<file path="config.mk">
export PLATFORM = sky130hd
export DESIGN_NAME = quadrature_decoder_velocity
export DESIGN_NICKNAME = d
export VERILOG_FILES = /design/src/rtl/qdv_pkg.sv /design/src/rtl/qdv_front.sv /design/src/rtl/qdv_queue.sv /design/src/rtl/qdv_div.sv /design/src/rtl/qdv_back.sv /design/src/rtl/quadrature_decoder_velocity.sv
export SDC_FILE = /design/constraint.sdc
export NUM_CORES = 1
export LEC_CHECK = 0
export ABC_CLOCK_PERIOD_IN_PS = 10300
export BUFFER_PORTS_ARGS = -buffer_cell sky130_fd_sc_hd__buf_2
export CELL_PAD_IN_SITES_DETAIL_PLACEMENT = 1
export CELL_PAD_IN_SITES_GLOBAL_PLACEMENT = 2
export CORE_MARGIN = 3
export CORE_UTILIZATION = 43
export CTS_BUF_LIST = sky130_fd_sc_hd__clkbuf_4
export CTS_CLUSTER_SIZE = 24
export DETAILED_ROUTE_END_ITERATION = 8
export PLACE_DENSITY_LB_ADDON = 0.1
export RECOVER_POWER = 50
export SYNTH_ARGS = -nofsm -noshare
export SYNTH_HDL_FRONTEND = slang
export SYNTH_SLANG_ARGS = --single-unit
</file>
<file path="constraint.sdc">
create_clock -name clock -period 10.3 [get_ports clock]
set_input_delay 0.515 -clock clock [delete_from_list [all_inputs] [get_ports clock]]
set_output_delay 0.515 -clock clock [all_outputs]
set_load 0.01 [all_outputs]
</file>
<file path="src/rtl/qdv_pkg.sv">
`timescale 1ns / 1ps
package qdv_pkg;

   localparam int unsigned TIME_W      = 32;
   localparam int unsigned POS_W       = 32;
   localparam int unsigned VEL_W       = 24;
   localparam int unsigned CFG_W       = 16;
   localparam int unsigned PULSE_W     = 32;
   localparam int unsigned CSR_DATA_W  = 32;
   localparam int unsigned CSR_ADDR_W  = 3;

   // pulses * 1000 fits in 42 bits since 1000 < 2^10
   localparam int unsigned DIVIDEND_W  = PULSE_W + 10;
   localparam int unsigned DIV_STEPS   = DIVIDEND_W;
   localparam int unsigned DIV_CNT_W   = $clog2(DIV_STEPS);

   localparam int unsigned QUEUE_DEPTH = 2;
   localparam int unsigned QPTR_W      = $clog2(QUEUE_DEPTH);

   localparam logic [CFG_W-1:0] WINDOW_RESET  = CFG_W'(200);
   localparam logic [CFG_W-1:0] TIMEOUT_RESET = CFG_W'(100);

   localparam logic [VEL_W-2:0] VEL_MAX = {(VEL_W-1){1'b1}};

   // pin pair is {B, A}
   localparam logic [1:0] PIN_A_BIT = 2'h1;
   localparam logic [1:0] PIN_B_BIT = 2'h2;

   // register index, taken from paddr[2]
   localparam logic REG_WINDOW  = 1'b0;
   localparam logic REG_TIMEOUT = 1'b1;

   typedef enum logic [1:0] {
      STEP_NONE = 2'd0,
      STEP_FWD  = 2'd1,
      STEP_REV  = 2'd2
   } step_type;

   typedef enum logic [1:0] {
      DIR_STOPPED = 2'd0,
      DIR_FORWARD = 2'd1,
      DIR_REVERSE = 2'd2
   } dir_type;

   typedef enum logic {
      BK_IDLE = 1'b0,
      BK_DIV  = 1'b1
   } back_state_type;

   // classified sample handed from front to back
   typedef struct packed {
      logic [TIME_W-1:0] time_ms;
      logic              changed;
      step_type          step;
   } dec_item_type;

   typedef struct packed {
      logic signed [POS_W-1:0] position;
      logic signed [VEL_W-1:0] velocity;
      dir_type                 direction;
      logic                    pins_changed;
   } result_type;

   typedef struct packed {
      logic [CFG_W-1:0] window_ms;
      logic [CFG_W-1:0] stop_timeout_ms;
   } cfg_type;

   // x4 table, forward is 00 -> 01 -> 11 -> 10 -> 00
   function automatic step_type quad_step(input logic [1:0] prev, input logic [1:0] cur);
      step_type s;
      unique case ({prev, cur})
         4'b00_01, 4'b01_11, 4'b11_10, 4'b10_00: s = STEP_FWD;
         4'b00_10, 4'b10_11, 4'b11_01, 4'b01_00: s = STEP_REV;
         default:                                s = STEP_NONE;
      endcase
      return s;
   endfunction

endpackage

</file>
<file path="src/rtl/qdv_front.sv">
`timescale 1ns / 1ps
module qdv_front (
   input  logic                 clock,
   input  logic                 reset,
   input  logic                 push,
   input  logic                 pin_a,
   input  logic                 pin_b,
   input  logic [qdv_pkg::TIME_W-1:0] time_ms,
   input  logic                 q_full,
   output logic                 q_push,
   output qdv_pkg::dec_item_type q_item
);
   import qdv_pkg::*;

   logic [1:0] prev_pins_ff;
   logic [1:0] prev_pins_in;
   logic [1:0] pins;
   logic       take;

   always_comb begin
      pins = (pin_a ? PIN_A_BIT : 2'b00) | (pin_b ? PIN_B_BIT : 2'b00);
      take = push && !q_full;
      q_push = take;
      q_item.time_ms = time_ms;
      q_item.changed = (pins != prev_pins_ff);
      q_item.step    = quad_step(prev_pins_ff, pins);
      prev_pins_in   = take ? pins : prev_pins_ff;
   end

   always_ff @(posedge clock) begin
      if (reset) begin
         prev_pins_ff <= 2'b00;
      end else begin
         prev_pins_ff <= prev_pins_in;
      end
   end

endmodule

</file>
<file path="src/rtl/qdv_queue.sv">
`timescale 1ns / 1ps
module qdv_queue (
   input  logic                  clock,
   input  logic                  reset,
   input  logic                  push,
   input  qdv_pkg::dec_item_type push_item,
   output logic                  full,
   input  logic                  pop,
   output qdv_pkg::dec_item_type pop_item,
   output logic                  empty
);
   import qdv_pkg::*;

   dec_item_type        entry_ff [QUEUE_DEPTH];
   logic [QPTR_W-1:0]   wr_ptr_ff, wr_ptr_in;
   logic [QPTR_W-1:0]   rd_ptr_ff, rd_ptr_in;
   logic [QPTR_W:0]     count_ff,  count_in;
   logic                do_push, do_pop;

   always_comb begin
      full    = (count_ff == (QPTR_W+1)'(QUEUE_DEPTH));
      empty   = (count_ff == '0);
      do_push = push && !full;
      do_pop  = pop && !empty;
      pop_item = entry_ff[rd_ptr_ff];
      wr_ptr_in = wr_ptr_ff;
      rd_ptr_in = rd_ptr_ff;
      if (do_push) begin
         wr_ptr_in = (wr_ptr_ff == QPTR_W'(QUEUE_DEPTH-1)) ? '0 : wr_ptr_ff + 1'b1;
      end
      if (do_pop) begin
         rd_ptr_in = (rd_ptr_ff == QPTR_W'(QUEUE_DEPTH-1)) ? '0 : rd_ptr_ff + 1'b1;
      end
      count_in = count_ff + (QPTR_W+1)'(do_push) - (QPTR_W+1)'(do_pop);
   end

   always_ff @(posedge clock) begin
      if (reset) begin
         wr_ptr_ff <= '0;
         rd_ptr_ff <= '0;
         count_ff  <= '0;
      end else begin
         wr_ptr_ff <= wr_ptr_in;
         rd_ptr_ff <= rd_ptr_in;
         count_ff  <= count_in;
      end
   end

   always_ff @(posedge clock) begin
      if (do_push) begin
         entry_ff[wr_ptr_ff] <= push_item;
      end
   end

endmodule

</file>
<file path="src/rtl/qdv_div.sv">
`timescale 1ns / 1ps
module qdv_div (
   input  logic                               clock,
   input  logic                               reset,
   input  logic                               start,
   input  logic [qdv_pkg::DIVIDEND_W-1:0]     dividend,
   input  logic [qdv_pkg::TIME_W-1:0]         divisor,
   output logic                               done,
   output logic [qdv_pkg::DIVIDEND_W-1:0]     quotient
);
   import qdv_pkg::*;

   // restoring divider, one quotient bit a cycle; quotient shifts into dvd
   logic                   busy_ff,  busy_in;
   logic                   done_ff,  done_in;
   logic [DIV_CNT_W-1:0]   count_ff, count_in;
   logic [DIVIDEND_W-1:0]  dvd_ff,   dvd_in;
   logic [TIME_W-1:0]      rem_ff,   rem_in;
   logic [TIME_W-1:0]      dsr_ff,   dsr_in;
   logic [TIME_W:0]        rem_sh;
   logic [TIME_W:0]        diff;
   logic                   qbit;

   always_comb begin
      rem_sh = {rem_ff, dvd_ff[DIVIDEND_W-1]};
      diff   = rem_sh - {1'b0, dsr_ff};
      qbit   = (rem_sh >= {1'b0, dsr_ff});
      busy_in  = busy_ff;
      done_in  = 1'b0;
      count_in = count_ff;
      dvd_in   = dvd_ff;
      rem_in   = rem_ff;
      dsr_in   = dsr_ff;
      if (start) begin
         busy_in  = 1'b1;
         count_in = '0;
         dvd_in   = dividend;
         rem_in   = '0;
         dsr_in   = divisor;
      end else if (busy_ff) begin
         dvd_in   = {dvd_ff[DIVIDEND_W-2:0], qbit};
         rem_in   = qbit ? diff[TIME_W-1:0] : rem_sh[TIME_W-1:0];
         count_in = count_ff + 1'b1;
         if (count_ff == DIV_CNT_W'(DIV_STEPS-1)) begin
            busy_in = 1'b0;
            done_in = 1'b1;
         end
      end
   end

   always_ff @(posedge clock) begin
      if (reset) begin
         busy_ff  <= 1'b0;
         done_ff  <= 1'b0;
         count_ff <= '0;
      end else begin
         busy_ff  <= busy_in;
         done_ff  <= done_in;
         count_ff <= count_in;
      end
   end

   always_ff @(posedge clock) begin
      dvd_ff <= dvd_in;
      rem_ff <= rem_in;
      dsr_ff <= dsr_in;
   end

   assign done     = done_ff;
   assign quotient = dvd_ff;

endmodule

</file>
<file path="src/rtl/qdv_back.sv">
`timescale 1ns / 1ps
module qdv_back (
   input  logic                  clock,
   input  logic                  reset,
   input  qdv_pkg::cfg_type      cfg,
   input  qdv_pkg::dec_item_type q_item,
   input  logic                  q_empty,
   output logic                  q_pop,
   input  logic                  out_pop,
   output logic                  out_valid,
   output qdv_pkg::result_type   out_result
);
   import qdv_pkg::*;

   back_state_type          state_ff, state_in;
   logic [POS_W-1:0]        pos_ff, pos_in;
   logic signed [VEL_W-1:0] vel_ff, vel_in;
   logic [TIME_W-1:0]       last_pulse_ff, last_pulse_in;
   logic [PULSE_W-1:0]      pulses_ff, pulses_in;
   logic [TIME_W-1:0]       win_start_ff, win_start_in;
   dir_type                 dir_ff, dir_in;
   logic [TIME_W-1:0]       now_ff, now_in;
   logic                    changed_ff, changed_in;
   logic                    neg_ff, neg_in;
   logic                    out_valid_ff, out_valid_in;
   result_type              result_ff, result_in;

   logic                    take;
   logic                    emit;
   logic [PULSE_W-1:0]      pulses_inc;
   logic [TIME_W-1:0]       elapsed;
   logic                    win_end;
   logic                    div_start;
   logic [DIVIDEND_W-1:0]   dividend;
   logic                    div_done;
   logic [DIVIDEND_W-1:0]   quotient;
   logic [VEL_W-2:0]        mag;
   logic [TIME_W-1:0]       dir_now;
   logic                    out_free;

   qdv_div u_div (
      .clock    (clock),
      .reset    (reset),
      .start    (div_start),
      .dividend (dividend),
      .divisor  (elapsed),
      .done     (div_done),
      .quotient (quotient)
   );

   // next state
   always_comb begin
      state_in = state_ff;
      unique case (state_ff)
         BK_IDLE: if (div_start) state_in = BK_DIV;
         BK_DIV:  if (div_done)  state_in = BK_IDLE;
         default: state_in = BK_IDLE;
      endcase
   end

   // datapath and outputs
   always_comb begin
      out_free   = !out_valid_ff || out_pop;
      take       = (state_ff == BK_IDLE) && !q_empty && out_free;
      q_pop      = take;
      pulses_inc = pulses_ff + 1'b1;
      elapsed    = q_item.time_ms - win_start_ff;
      win_end    = (elapsed >= {{(TIME_W-CFG_W){1'b0}}, cfg.window_ms});
      dividend   = ({{(DIVIDEND_W-PULSE_W){1'b0}}, pulses_inc} << 10)
                 - ({{(DIVIDEND_W-PULSE_W){1'b0}}, pulses_inc} << 4)
                 - ({{(DIVIDEND_W-PULSE_W){1'b0}}, pulses_inc} << 3);
      mag        = (|quotient[DIVIDEND_W-1:VEL_W-1]) ? VEL_MAX : quotient[VEL_W-2:0];

      pos_in        = pos_ff;
      vel_in        = vel_ff;
      last_pulse_in = last_pulse_ff;
      pulses_in     = pulses_ff;
      win_start_in  = win_start_ff;
      now_in        = now_ff;
      changed_in    = changed_ff;
      neg_in        = neg_ff;
      div_start     = 1'b0;
      emit          = 1'b0;
      dir_now       = now_ff;

      unique case (state_ff)
         BK_IDLE: begin
            if (take) begin
               now_in     = q_item.time_ms;
               changed_in = q_item.changed;
               neg_in     = (q_item.step == STEP_REV);
               dir_now    = q_item.time_ms;
               emit       = 1'b1;
               if (q_item.step != STEP_NONE) begin
                  pos_in        = (q_item.step == STEP_FWD) ? pos_ff + 1'b1 : pos_ff - 1'b1;
                  pulses_in     = pulses_inc;
                  last_pulse_in = q_item.time_ms;
                  if (win_end) begin
                     win_start_in = q_item.time_ms;
                     pulses_in    = '0;
                     if (elapsed != '0) begin
                        div_start = 1'b1;
                        emit      = 1'b0;
                     end
                  end
               end
            end
         end
         BK_DIV: begin
            if (div_done) begin
               vel_in = neg_ff ? -$signed({1'b0, mag}) : $signed({1'b0, mag});
               emit   = 1'b1;
            end
         end
         default: ;
      endcase

      // direction follows the velocity sign; at zero it times out to stopped
      dir_in = dir_ff;
      if (vel_in > 0) begin
         dir_in = DIR_FORWARD;
      end else if (vel_in < 0) begin
         dir_in = DIR_REVERSE;
      end else if ((dir_now - last_pulse_in) >
                   {{(TIME_W-CFG_W){1'b0}}, cfg.stop_timeout_ms}) begin
         dir_in = DIR_STOPPED;
      end
      if (!emit) begin
         dir_in = dir_ff;
      end

      result_in    = result_ff;
      out_valid_in = out_valid_ff && !out_pop;
      if (emit) begin
         out_valid_in           = 1'b1;
         result_in.position     = $signed(pos_in);
         result_in.velocity     = vel_in;
         result_in.direction    = dir_in;
         result_in.pins_changed = changed_in;
      end
   end

   always_ff @(posedge clock) begin
      if (reset) begin
         state_ff      <= BK_IDLE;
         pos_ff        <= '0;
         vel_ff        <= '0;
         last_pulse_ff <= '0;
         pulses_ff     <= '0;
         win_start_ff  <= '0;
         dir_ff        <= DIR_STOPPED;
         out_valid_ff  <= 1'b0;
      end else begin
         state_ff      <= state_in;
         pos_ff        <= pos_in;
         vel_ff        <= vel_in;
         last_pulse_ff <= last_pulse_in;
         pulses_ff     <= pulses_in;
         win_start_ff  <= win_start_in;
         dir_ff        <= dir_in;
         out_valid_ff  <= out_valid_in;
      end
   end

   always_ff @(posedge clock) begin
      now_ff     <= now_in;
      changed_ff <= changed_in;
      neg_ff     <= neg_in;
      result_ff  <= result_in;
   end

   assign out_valid  = out_valid_ff;
   assign out_result = result_ff;

   a_no_pop_in_div: assert property (@(posedge clock) disable iff (reset)
      state_ff == BK_DIV |-> !q_pop)
      else $error("queue popped while divider busy");

   a_div_nonzero: assert property (@(posedge clock) disable iff (reset)
      div_start |-> elapsed != '0)
      else $error("divider started with zero divisor");

   a_done_in_div: assert property (@(posedge clock) disable iff (reset)
      div_done |-> state_ff == BK_DIV)
      else $error("divider finished outside its state");

   a_div_emits: assert property (@(posedge clock) disable iff (reset)
      (state_ff == BK_DIV && div_done) |=> out_valid_ff)
      else $error("window result lost");

endmodule

</file>
<file path="src/rtl/quadrature_decoder_velocity.sv">
`timescale 1ns / 1ps
// x4 quadrature decoder with position, windowed velocity and direction.
//
// Input queue: req_push / req_full, one beat per A/B pin sample with its ms
// timestamp. Result queue: rsp_empty / rsp_pop, one beat per sample, oldest
// first, holding position, velocity, direction and a pins-changed flag.
// Config over APB at csr_*: 0x0 window_ms, 0x4 stop_timeout_ms (low 16 bits);
// write only while idle.
//
// A sample that does not close a velocity window passes through the queue
// entry and the result register. A sample that closes a window first runs
// the serial restoring divider (pulses*1000 / elapsed ms, one quotient bit
// a cycle, 42 bits). Front decode accepts one beat a cycle into a 2-entry
// queue while it is not full. The back end takes one item at a time, so
// throughput is 1 item per cycle while results are popped, none while dividing.
//
// Reset (synchronous) clears position, velocity, window, direction (stopped)
// and sets window_ms = 200, stop_timeout_ms = 100. If the receiver stalls,
// the result register holds, the back end stops, the queue fills and
// req_full rises; nothing is dropped.
module quadrature_decoder_velocity (
   input  logic                                   clock,
   input  logic                                   reset,
   input  logic                                   req_push,
   output logic                                   req_full,
   input  logic                                   req_pin_a,
   input  logic                                   req_pin_b,
   input  logic [qdv_pkg::TIME_W-1:0]             req_time_ms,
   output logic                                   rsp_empty,
   input  logic                                   rsp_pop,
   output logic signed [qdv_pkg::POS_W-1:0]       rsp_position,
   output logic signed [qdv_pkg::VEL_W-1:0]       rsp_velocity,
   output logic [1:0]                             rsp_direction,
   output logic                                   rsp_pins_changed,
   input  logic                                   csr_psel,
   input  logic                                   csr_penable,
   input  logic                                   csr_pwrite,
   input  logic [qdv_pkg::CSR_ADDR_W-1:0]         csr_paddr,
   input  logic [qdv_pkg::CSR_DATA_W-1:0]         csr_pwdata,
   output logic [qdv_pkg::CSR_DATA_W-1:0]         csr_prdata,
   output logic                                   csr_pready
);
   import qdv_pkg::*;

   cfg_type      cfg_ff, cfg_in;
   logic         csr_wr;
   logic         reg_sel;

   dec_item_type f_item;
   logic         f_push;
   logic         q_full;
   dec_item_type q_item;
   logic         q_empty;
   logic         q_pop;
   logic         out_valid;
   result_type   out_result;

   // config registers; the word index is paddr[2]
   always_comb begin
      csr_pready = 1'b1;
      reg_sel    = csr_paddr[2];
      csr_wr     = csr_psel && csr_penable && csr_pwrite && csr_pready;
      cfg_in     = cfg_ff;
      if (csr_wr) begin
         case (reg_sel)
            REG_WINDOW:  cfg_in.window_ms       = csr_pwdata[CFG_W-1:0];
            REG_TIMEOUT: cfg_in.stop_timeout_ms = csr_pwdata[CFG_W-1:0];
            default: ;
         endcase
      end
      case (reg_sel)
         REG_WINDOW:  csr_prdata = {{(CSR_DATA_W-CFG_W){1'b0}}, cfg_ff.window_ms};
         REG_TIMEOUT: csr_prdata = {{(CSR_DATA_W-CFG_W){1'b0}}, cfg_ff.stop_timeout_ms};
         default:     csr_prdata = '0;
      endcase
   end

   always_ff @(posedge clock) begin
      if (reset) begin
         cfg_ff.window_ms       <= WINDOW_RESET;
         cfg_ff.stop_timeout_ms <= TIMEOUT_RESET;
      end else begin
         cfg_ff <= cfg_in;
      end
   end

   // front: pin decode and step classification
   qdv_front u_front (
      .clock   (clock),
      .reset   (reset),
      .push    (req_push),
      .pin_a   (req_pin_a),
      .pin_b   (req_pin_b),
      .time_ms (req_time_ms),
      .q_full  (q_full),
      .q_push  (f_push),
      .q_item  (f_item)
   );

   assign req_full = q_full;

   // decouples decode from the position/velocity back end
   qdv_queue u_queue (
      .clock     (clock),
      .reset     (reset),
      .push      (f_push),
      .push_item (f_item),
      .full      (q_full),
      .pop       (q_pop),
      .pop_item  (q_item),
      .empty     (q_empty)
   );

   // back: position, window, divider, direction, result register
   qdv_back u_back (
      .clock      (clock),
      .reset      (reset),
      .cfg        (cfg_ff),
      .q_item     (q_item),
      .q_empty    (q_empty),
      .q_pop      (q_pop),
      .out_pop    (rsp_pop),
      .out_valid  (out_valid),
      .out_result (out_result)
   );

   assign rsp_empty        = !out_valid;
   assign rsp_position     = out_result.position;
   assign rsp_velocity     = out_result.velocity;
   assign rsp_direction    = out_result.direction;
   assign rsp_pins_changed = out_result.pins_changed;

endmodule
</file>
==> key figures, run 1 <==
Power
  – Pwr dens: 386.5 nW/µm²
  – Clock power frac: 14.2%
  – Sw Ratio: 48.38%
  – P_leak: 13.31 nW
  – Combinational share of power: 61.8%
  – P_sw: 6.181 mW
  – Sequential share of power: 23.9%
  – Worst VDD drop: 0.2509 mV
  – Pint: 6.595 mW

Final layout
  – Fillers: 7,982
  – Nets: 3,864
  – Leading cell type in the layout, fill and taps excluded: a21oi_1
  – Commonest cells after routing, fill and taps aside: a21oi_1 (351), nand2_1 (313), nor2_1 (269)
  – Final core utilization: 48.87%
  – Area growth syn-to-layout: 11.86%
  – Layout cells sized above 1: 9.399%
  – Post-route cell area: 33,050 µm²

Timing
  – Highest Clock Rate: 0.1165 GHz
  – Final Cycle Share: 83.33%
  – Worst relative slew slack: -176.2%
  – RSZ-0062 raised after global routing: false
  – Clk_skew: 0.05349 ns
  – Final hold violation count: 0
  – Number of max-slew violations in the final report: 382
  – Final Setup Violations: 0
  – Worst Max-Slew Pin Slew: 4.143 ns
  – Final WS setup: 1.717 ns
  – Final min period: 8.583 ns
  – Sum Neg Setup Slack: 0 ns

Floorplanning
  – Die width: 268.2 µm
  – Die ar.: 71,900 µm²
  – Starting density of the core: 43.69%
  – Num ports: 170
  – Die height: 268.2 µm
  – Core Box Area: 67,630 µm²
  – Site Rows: 95

Hold path
  – Worst hold path depth: 3
  – WHS Endpoint: u_back.neg_ff
  – Hold_sp: rsp_pop
  – Worst Hold Class: in2reg

Logic synthesis
  – Number of flops mapped to enable cells by yosys: 204
  – Dominant synthesized flop cell: dfxtp_1
  – Synth unique cells: 95
  – Ys async rst share: 0%
  – Syn Inst Count: 3,345
  – Post-Syn Area per Cell: 8.834 µm²
  – Area leader, netlist: edfxtp_1
  – Synth warnings: 0
  – Sequential share of the synthesized area: 38.89%
  – #FFs+latches synth: 472
  – Synth top area cells: edfxtp_1 (21%), dfxtp_1 (18%), ha_1 (8.7%)
  – Post-Syn Area: 29,550 µm²
  – Synth top area share: 20.73%

Global routing
  – First-pass GRT wire length: 140,900 µm
  – Vias in the first global route: 26,720
  – Pin count of the biggest net entering global routing: 81
  – Total gr overflow: 0
  – Global-route usage over all layers: 24.43%
  – Initial antenna violation count: 2

Placement
  – IO Port Bufs: 134
  – DP Worst Slack: 2.634 ns
  – Post-Place Cell Area: 30,900 µm²
  – Post-DP HPWL: 65,060 µm
  – Routability cong.: 0.9037

Clock tree
  – Cts repair resizes: 0
  – Clock transition at the registers of the reported paths: 0.06 ns
  – CTS Buf Count: 140
  – CTS tree: done
  – Sink Count: 472
  – CTS H-tree lvls: 4
  – Clock Latency Late Sink: 0.96 ns
  – Longest Clk Path Bufs: 3
  – Root Driver: clkbuf_4

Route
  – Via density per instance: 5.637
  – DRC: 0
  – DR pass1 iterations: 5
  – Initial DRC count: 1,101
  – Routed WL per cell: 19.50 µm
  – DRT Wirelength: 88,460 µm
  – Via count: 25,570
  – Antenna-violating nets left: 0

Critical path
  – Crit-path max FO: 42
  – Startpoint types: flip-flop
  – R2R cell count: 24
  – CP Class: reg2reg
  – Critical Path AT: 9.35 ns
  – Capturing element type of the critical path: flip-flop
  – R2R Setup Slk: 1.72 ns
  – RR Startpoint: u_back.out_valid
  – Reg-to-reg endpoint: u_back.out_result[1]
  – Req. time, crit path: 11.07 ns

Status
  – Failing checks: capacitance limit, slew limit
  – Outcome: finished, violations left

Flow run
  – Max-cap viol count: 8
## cells by family (layout without fill, tap and decap cells)
logic type                 count (synthesis)  after routing  share of synthesized area, %
other                                      2             20                       0.02541
and+or+nand+nor                         1031           1031                         16.74
AOI/OAI and AO/OA                        942            942                         20.09
DFF                                      472            472                         38.89
muxes                                     79             79                         2.773
adders and majority gates                235            235                         10.69
xor gates and xnor gates                 180            180                         5.335
buffers and inverters                    404            704                         5.462
## metal layers
layer  wire [µm]  up-vias  track usage (%)
met2       44260      443            43.90
met3        3015      139            3.992
met4        2325        0            8.534
met5           0        -                0
met1       38860    12490            29.57
li1            -    12490                -
## critical path, stage by stage (launching register included)
cell and delay (ns):
dfxtp_1 0.31, nor2b_1 0.24, nor3_2 0.36, clkbuf_1 1.58, a21oi_1 0.29, ha_1 0.45, a21o_1 0.20, or3_1 0.30
o21ai_0 0.52, and2_1 0.25, nand2_1 0.11, a21o_1 0.20, a21oi_1 0.16, xnor2_1 0.16, ha_1 0.31, and3_1 0.16
nand3_1 0.12, or4_1 0.71, a22oi_1 0.27, nand4_1 0.12, nor4b_1 0.39, nand4b_1 0.18, nor4_1 0.59, a21oi_1 0.15
o22ai_1 0.22
## through the flow
stage	hold slack, ns	power [mW]	instances
floorplan	0.4319	8.691	3360
global placement	0.4438	10.66	4229
detailed placement	0.4538	10.95	4229
CTS	0.04970	12.88	4533
global route	0.1011	13.92	4536
finish	0.1729	12.78	4536
## state kept, by name (all words and copies together) (netlist names), 2 cells and up, named ones only
register	flops
u_back.pulses_ff	32
cfg_ff	32
u_back.dir_ff	2
u_queue.count_ff	2
u_queue.entry_ff	70
u_back.now_ff	32
u_back.vel_ff	24
u_back.u_div.rem_ff	32
u_back.u_div.dsr_ff	32
u_back.out_result	59
u_back.last_pulse_ff	32
u_back.win_start_ff	32
u_back.u_div.quotient	42
u_front.prev_pins_ff	2
u_back.pos_ff	32
u_back.u_div.count_ff	6
## cells in the mapped netlist, types with 7 or more instances
cell type	n
o21bai_1	18
fa_1	29
o211ai_1	32
and4_1	10
a211oi_1	52
a211o_1	10
o31ai_1	16
dfxtp_1	268
buf_4	17
o21ai_0	202
a311oi_1	7
inv_1	237
and3_1	24
nand3_1	78
xor2_1	79
nor4_1	23
nor3_1	71
or3_1	17
a21o_1	75
o211a_1	21
buf_1	13
edfxtp_1	204
o22ai_1	13
a31oi_1	18
a21oi_1	351
and2_1	20
nor2b_1	46
o2111ai_1	7
or4_1	14
clkbuf_1	123
nand4_1	51
or2_2	17
nand2_1	314
nand2b_1	40
mux2_2	11
ha_1	206
o21a_1	15
buf_2	8
a21boi_0	7
nor2_1	269
xnor2_1	101
nand4b_1	8
a211oi_2	11
mux2i_1	65
## final cells by class
cell class / count / area (µm²) / area share (%)
flip-flops and latches: 472 / 11490 / 34.77
diodes: 3 / 7.507 / 0.02271
multi-input cells: 2484 / 16510 / 49.95
well taps: 873 / 1092 / 3.305
clock buffers: 212 / 1592 / 4.815
inverters: 239 / 897.1 / 2.714
clock inverters: 37 / 193.9 / 0.5867
repair buffers: 216 / 1270 / 3.842
## how the worst max path moves through the flow
| stage | startpoint | end | cells after the start |
|---|---|---|---|
| finish | u_back.out_valid | u_back.out_result[1] | 24 |
| global route | u_back.out_valid | u_back.pos_ff[17] | 8 |
| floorplan | flip-flop | u_back.u_div.quotient[0] | 22 |
| detailed placement | rsp_pop | u_back.out_result[1] | 23 |
| global placement | rsp_pop | u_back.out_result[1] | 23 |
| CTS | flip-flop | u_back.out_result[1] | 25 |
## power by group through the flow
| stage | clock network (mW) | logic, mW | registers (mW) |
|---|---|---|---|
| after floorplan | 0 | 5.71 | 2.98 |
| after global placement | 0 | 7.61 | 3.06 |
| after detailed placement | 0 | 7.86 | 3.09 |
| after CTS | 1.90 | 7.93 | 3.05 |
| after global routing | 2.00 | 8.80 | 3.12 |
| final | 1.82 | 7.90 | 3.06 |
## repair_timing
item,in CTS,in global routing
hold endpoints to repair,159,0
buffers inserted,0,0
hold buffers,55,0
endpoints found under the setup margin,0,0
Power figures use the tool's default switching activity.
==> run 2: changes to the inputs <==
Settings changed: ABC_CLOCK_PERIOD_IN_PS 10300 to 7400, CORE_UTILIZATION 43 to 36.
Clock period 10.3 ns to 7.4 ns, I/O delays scaled along.
==> run 2 against run 1 <==
  * Combinational power is 39% higher
  * Hold slack worse by 0.044 ns
  * Sequential power is 39% higher
  * Final cell count increased by 5.8%
  * The run still ends with capacitance limit, slew limit left
  * Die area up 19%
  * Critical endpoint is now u_back.dir_ff[0]
  * Largest power group unchanged
  * Cell area grew 3.1%
  * Register-to-register slack got worse by 1.1 ns
  * Count of clock-buffer cells in the layout decreased by 7
==> key figures, run 2 (synthesized netlist as in run 1, its figures left out) <==
Route
  – DR pass1 iterations: 5 (unchanged)
  – DRT Wirelength: 95,240 µm (+7.7%)
  – Via count: 25,870 (+1.2%)
  – Routed WL per cell: 19.85 µm (+1.8%)
  – Via density per instance: 5.390 (-4.4%)
  – DRC: 0 (unchanged)
  – Initial DRC count: 1,200 (+9.0%)
  – Antenna-violating nets left: 0 (unchanged)

Final layout
  – Leading cell type in the layout, fill and taps excluded: a21oi_1
  – Max reg flops: 70 (unchanged)
  – Layout cells sized above 1: 10.30% (+0.90 points)
  – Fillers: 9,535 (+19%)
  – Post-route cell area: 34,080 µm² (+3.1%)
  – Area occupied by multi-input gates: 16,520 µm² (about the same)
  – Largest Register: u_queue.entry_ff
  – Nets: 3,924 (+1.6%)
  – Area growth syn-to-layout: 15.32%
  – Commonest cells after routing, fill and taps aside: a21oi_1 (351), nand2_1 (312), nor2_1 (268)
  – Layout Cells excl Fill: 4,799 (+5.8%)
  – FF/Latch Area: 11,490 µm² (about the same)

Critical path
  – Most frequent CP cell: a21oi_1
  – Top cell family by delay on the critical path: simple AND/OR/NAND/NOR gates
  – Buf/Inv on CP: 2 (+1)
  – Worst setup startpoint: u_back.out_valid
  – Critical Path Max Stage Delay: 0.60 ns (-0.98 ns)
  – Crit-path max FO: 77 (+83%)
  – Reg-to-reg endpoint: u_back.dir_ff[0]
  – Startpoint types: flip-flop
  – CP Class: reg2reg
  – Capturing element type of the critical path: flip-flop
  – RR Startpoint: u_back.out_valid
  – Req. time, crit path: 8.31 ns (-2.76 ns)
  – Slowest cell on the critical path: or4_1
  – R2R Setup Slk: 0.59 ns (-1.13 ns)
  – Critical Path AT: 7.72 ns (-1.63 ns)
  – R2R cell count: 26 (+8.3%)

Power
  – Worst VDD drop: 0.2378 mV (-5.2%)
  – P_leak: 13.69 nW (+2.9%)
  – Pint: 9.425 mW (+43%)
  – Sequential share of power: 23.6% (-0.3 points)
  – Combinational share of power: 60.9% (-0.9 points)
  – Pwr dens: 528.2 nW/µm² (+37%)
  – Clock power frac: 15.5% (+1.3 points)
  – Sw Ratio: 47.64% (-0.74 points)
  – P_sw: 8.575 mW (+39%)

Global routing
  – Initial antenna violation count: 3 (+1)
  – First-pass GRT wire length: 150,800 µm (+7.1%)
  – Total gr overflow: 0 (unchanged)
  – Vias in the first global route: 27,240 (+2.0%)
  – Pin count of the biggest net entering global routing: 88 (+8.6%)
  – Global-route usage over all layers: 22.02% (-2.4 points)

Timing
  – RSZ-0062 raised after global routing: false
  – Worst Max-Slew Pin Slew: 4.274 ns (+0.1310 ns)
  – Highest Clock Rate: 0.1468 GHz (+26%)
  – Final min period: 6.813 ns (-1.770 ns)
  – Final hold violation count: 0 (unchanged)
  – Worst relative slew slack: -185.0% (-8.7 points)
  – Final Setup Violations: 0 (unchanged)
  – Sum Neg Setup Slack: 0 ns (unchanged)
  – Final Cycle Share: 92.07% (+8.7 points)
  – Clk_skew: 0.07295 ns (+0.01947 ns)
  – Number of max-slew violations in the final report: 353 (-7.6%)

Hold path
  – Worst Hold Class: in2reg
  – WHS Endpoint: cfg_ff[5]
  – Worst hold path depth: 3 (unchanged)
  – Hold_sp: csr_pwdata[5]

Floorplanning
  – Site Rows: 104 (+9.5%)
  – Num ports: 170 (unchanged)
  – Starting density of the core: 36.51% (-7.2 points)
  – Die width: 292.5 µm (+9.1%)
  – Die ar.: 85,560 µm² (+19%)
  – Die height: 292.5 µm (+9.1%)
  – Core Box Area: 80,940 µm² (+20%)

Clock tree
  – CTS H-tree lvls: 4 (unchanged)
  – # Post-CTS Setup Buffers: 0 (unchanged)
  – Cts repair resizes: 0 (unchanged)
  – Root Driver: clkbuf_4
  – CTS Buf Count: 143 (+2.1%)
  – Clock Latency Late Sink: 1.07 ns (+0.11 ns)
  – Post-CTS Hold Fix Bufs: 94 (+71%)
  – Clock transition at the registers of the reported paths: 0.06 ns (about the same)
  – Longest Clk Path Bufs: 3 (unchanged)
  – Sink Count: 472 (unchanged)
  – CTS tree: done

Placement
  – Inst Count DP: 4,434 (+4.8%)
  – IO Port Bufs: 134 (unchanged)
  – Post-DP HPWL: 70,500 µm (+8.4%)
  – Routability cong.: 0.9041 (about the same)
  – Post-Place Cell Area: 31,320 µm² (+1.4%)

Flow run
  – Max-cap viol count: 6 (-2)

Status
  – Outcome: finished, violations left
  – Failing checks: capacitance limit, slew limit
run 2: cell types whose count changed in the layout (fill, tap and decap cells not counted), moves of 6 or more:
cell,previous run,this run
buf_4,19,26
clkbuf_4,212,205
dlygate4sd3_1,55,94
clkinv_1,21,33
clkbuf_1,111,94
diode_2,3,10
buf_2,29,55
bufinv_16,1,7
run 2: final cells by class:
cell class                 instances  area share [%]
multi-input combinational       2484           48.48
timing repair buffer             273           5.412
tap                             1060           3.892
clock inverter                    56           1.267
sequential                       472           33.73
clock buffer                     205           4.516
antenna                           10         0.07343
inverter                         239           2.633
run 2: tightest hold or removal path: stages:
cell           delay (ns)
dlygate4sd3_1        0.53
buf_2                0.12
a211o_1              0.11
run 2: how the worst max path moves through the flow:
stage | to | cells past startpoint
5_1_grt | u_back.dir_ff[0] | 26
6_report | u_back.dir_ff[0] | 26
4_1_cts | u_back.dir_ff[0] | 26
2_1_floorplan | u_back.u_div.quotient[0] | 22
3_3_place_gp | u_back.out_result[1] | 27
3_5_place_dp | u_back.dir_ff[0] | 24
run 2: through the flow:
stage | setup slack, ns | hold WS [ns] | power, mW | utilization (%)
after floorplan | 1.234 | 0.4319 | 12.10 | -
after global placement | 0.7543 | 0.4425 | 14.94 | 38.70
after detailed placement | 0.5840 | 0.4488 | 15.25 | 38.70
after CTS | 0.6733 | 0.0009991 | 18.21 | 42.30
after global routing | 0.1732 | 0.05085 | 19.71 | 42.10
final | 0.5871 | 0.1291 | 18.00 | 42.10
run 2: power by group through the flow:
| stage | logic [mW] | registers [mW] | clock network [mW] |
|---|---|---|---|
| detailed placement | 11.0 | 4.30 | 0 |
| finish | 11.0 | 4.25 | 2.78 |
| floorplan | 7.95 | 4.15 | 0 |
| global route | 12.3 | 4.34 | 3.05 |
| CTS | 11.1 | 4.25 | 2.91 |
| global placement | 10.7 | 4.26 | 0 |
run 2: routing by layer:
layer / share of wire (%) / track usage, %
met1: 43 / 25.84
met2: 51 / 40.58
met3: 3.1 / 3.586
met4: 2.5 / 7.596
met5: 0 / 0
==> run 3: changes to the inputs <==
==> constraint.sdc (replaced) <==
create_clock -name clock -period 7.4 [get_ports clock]
set_input_delay 0.74 -clock clock [delete_from_list [all_inputs] [get_ports clock]]
set_output_delay 0.74 -clock clock [all_outputs]
set_load 0.01 [all_outputs]
==> run 3 against run 2 <==
  * The run still ends with capacitance limit, slew limit left
  * Fmax rose by 0.99%
  * Clock power about the same
  * Sequential power about the same
  * Total power rose by 0.93%
  * Sequential share of layout area grew 0.36 points
  * Flip-flop and latch count unchanged
  * Via count down 1.1%
  * Die area did not move
  * Critical path depth is 6 lower
  * Global-route usage is 0.40 points lower
  * Combinational power is essentially flat
  * Wire length is 1.5% lower
==> key figures, run 3 (synthesized netlist as in run 1, its figures left out) <==
Timing
  – Final min period: 6.746 ns (-0.06679 ns)
  – Final Cycle Share: 91.16% (-0.90 points)
  – Clk_skew: 0.04460 ns (-0.02836 ns)
  – Number of max-slew violations in the final report: 94 (-73%)
  – Final Setup Violations: 0 (unchanged)
  – RSZ-0062 raised after global routing: false
  – Final hold violation count: 0 (unchanged)
  – Worst relative slew slack: -76.51% (+110 points)
  – Highest Clock Rate: 0.1482 GHz (+0.99%)
  – Sum Neg Setup Slack: 0 ns (unchanged)
  – Worst Max-Slew Pin Slew: 2.648 ns (-1.627 ns)

Status
  – Failing checks: capacitance limit, slew limit
  – Outcome: finished, violations left

Clock tree
  – Clock transition at the registers of the reported paths: 0.07 ns (about the same)
  – CTS Buf Count: 140 (-2.1%)
  – Clock Latency Late Sink: 1.06 ns (about the same)
  – Longest Clk Path Bufs: 3 (unchanged)
  – CTS H-tree lvls: 4 (unchanged)
  – CTS tree: done
  – Root Driver: clkbuf_4
  – Sink Count: 472 (unchanged)

Route
  – DR pass1 iterations: 5 (unchanged)
  – Antenna-violating nets left: 0 (unchanged)
  – DRT Wirelength: 93,820 µm (-1.5%)
  – Routed WL per cell: 19.74 µm (-0.55%)
  – Via count: 25,590 (-1.1%)
  – DRC: 0 (unchanged)
  – Via density per instance: 5.384 (-0.12%)
  – Initial DRC count: 945 (-21%)

Floorplanning
  – Starting density of the core: 36.51% (unchanged)
  – Die height: 292.5 µm (unchanged)
  – Die width: 292.5 µm (unchanged)
  – Site Rows: 104 (unchanged)
  – Die ar.: 85,560 µm² (unchanged)
  – Num ports: 170 (unchanged)
  – Core Box Area: 80,940 µm² (unchanged)

Hold path
  – WHS Endpoint: cfg_ff[1]
  – Worst hold path depth: 5 (+2)
  – Worst Hold Class: in2reg
  – Hold_sp: csr_penable

Critical path
  – Buf/Inv on CP: 4 (+2)
  – Critical path cell sequence: clkbuf_1 -> mux2i_1 -> inv_1 -> ha_1 -> o21ai_0 -> nand2b_1 -> nand4_2 -> and2_1 -> xnor2_1 -> ha_1 -> nand4_1 -> a21oi_1 -> nand4_1 -> o221ai_1 -> o22a_1 -> o41a_1 -> nor3_4 -> or2b_2 -> inv_2 -> buf_12
  – Critical Path AT: 7.46 ns (-0.26 ns)
  – Req. time, crit path: 8.11 ns (-0.20 ns)
  – Crit-path max FO: 29 (-62%)
  – Reg-to-reg endpoint: u_back.u_div.dsr_ff[6]
  – Critical Path Max Stage Delay: 0.60 ns (about the same)
  – Slowest cell on the critical path: mux2i_1
  – Startpoint types: flip-flop
  – CP Class: reg2reg
  – Capturing element type of the critical path: flip-flop
  – R2R Setup Slk: 0.65 ns (+0.07 ns)
  – Top cell family by delay on the critical path: compound AO/OA/AOI/OAI gates
  – R2R cell count: 20 (-23%)

Global routing
  – Vias in the first global route: 27,110 (-0.47%)
  – Global-route usage over all layers: 21.62% (-0.40 points)
  – First-pass GRT wire length: 148,200 µm (-1.7%)
  – Total gr overflow: 0 (unchanged)
  – Pin count of the biggest net entering global routing: 99 (+13%)
  – Initial antenna violation count: 3 (unchanged)

Final layout
  – Largest Register: u_queue.entry_ff
  – Area growth syn-to-layout: 14.09%
  – Max reg flops: 70 (unchanged)
  – Layout cells sized above 1: 10.01% (-0.29 points)
  – Commonest cells after routing, fill and taps aside: a21oi_1 (351), nand2_1 (312), nor2_1 (269)
  – Fillers: 9,546 (+0.12%)
  – Nets: 3,889 (-0.89%)
  – Leading cell type in the layout, fill and taps excluded: a21oi_1

Power
  – Worst VDD drop: 0.1940 mV (-18%)
  – P_sw: 8.666 mW (+1.1%)
  – Pint: 9.501 mW (+0.80%)
  – Combinational share of power: 61.3% (+0.4 points)
  – Pwr Total: 18.17 mW (+0.93%)
  – P_leak: 13.51 nW (-1.3%)
  – Pwr dens: 538.9 nW/µm² (+2.0%)
  – Sw Ratio: 47.70% (+0.067 points)
  – Sequential share of power: 23.3% (-0.3 points)
  – Clock power frac: 15.3% (-0.2 points)

Placement
  – IO Port Bufs: 134 (unchanged)
  – Post-DP HPWL: 71,380 µm (+1.3%)
  – Routability cong.: 0.8850 (-2.1%)

Flow run
  – Max-cap viol count: 5 (-1)
## run 3: cell types whose count changed in the layout (fill, tap and decap cells not counted), sizes merged, moves of 2 or more
cell / delta
diode: -2
dlygate4sd3: -44
clkbuf: +21
clkinv: -11
buf: -10
bufinv: +2
## run 3: power groups by stage
stage | clock network (mW) | logic [mW] | registers, mW
4_1_cts | 2.90 | 11.3 | 4.24
3_3_place_gp | 0 | 10.9 | 4.27
2_1_floorplan | 0 | 7.95 | 4.15
5_1_grt | 3.05 | 12.5 | 4.32
3_5_place_dp | 0 | 11.2 | 4.29
6_report | 2.79 | 11.1 | 4.24
## run 3: metrics by stage
stage	hold WS (ns)	worst slack (ns)	std cells	util (%)	area [µm²]
after floorplan	0.4319	1.234	3360	-	29610
after global placement	0.4406	0.6484	4446	38.83	31430
after detailed placement	0.4516	0.5224	4446	38.83	31430
after CTS	0.03609	0.8790	4746	41.87	33890
after global routing	0.1248	0.2163	4752	41.65	33710
final	0.1484	0.6539	4754	41.65	33710
## run 3: final cells by class
class | instances | area [µm²] | area share [%]
diodes | 8 | 20.02 | 0.05938
clock buffers | 204 | 1531 | 4.543
clock inverters | 46 | 429.2 | 1.273
inverters | 239 | 897.1 | 2.661
multi-input cells | 2484 | 16520 | 49.00
flip-flops and latches | 472 | 11490 | 34.09
well taps | 1060 | 1326 | 3.934
repair buffers | 241 | 1498 | 4.442
## run 3: timing repair
item / 4_1_cts / 5_1_grt
setup buffers: 0 / 0
setup endpoints to repair: 0 / 0
endpoints found under the hold margin: 98 / 0
gates resized for setup: 0 / 0
hold buffers: 50 / 0
## run 3: tightest hold or removal path, cell delays in order
cell and delay [ns]:
buf_2 0.11, nand3_1 0.10, nor2_1 0.08, nand2_1 0.07, a21oi_1 0.05
## run 3: layer usage
layer  track usage [%]  share of wire (%)  vias up
met4             8.196                3.0        0
met3             3.890                3.4      169
met1             25.49                 43    12480
met2             39.06                 51      424
li1                  -                  -    12520
met5                 0                  0        -
## run 3: how the worst max path moves through the flow
stage | to | slack (ns) | from | cells past startpoint
floorplan | u_back.u_div.quotient[0] | 1.23 | flip-flop | 22
finish | u_back.u_div.dsr_ff[6] | 0.65 | flip-flop | 20
global placement | u_back.out_result[1] | 0.65 | rsp_pop | 28
global route | u_back.u_div.dsr_ff[8] | 0.22 | flip-flop | 20
CTS | u_back.u_div.dsr_ff[10] | 0.88 | flip-flop | 20
detailed placement | u_back.out_result[1] | 0.52 | rsp_pop | 28
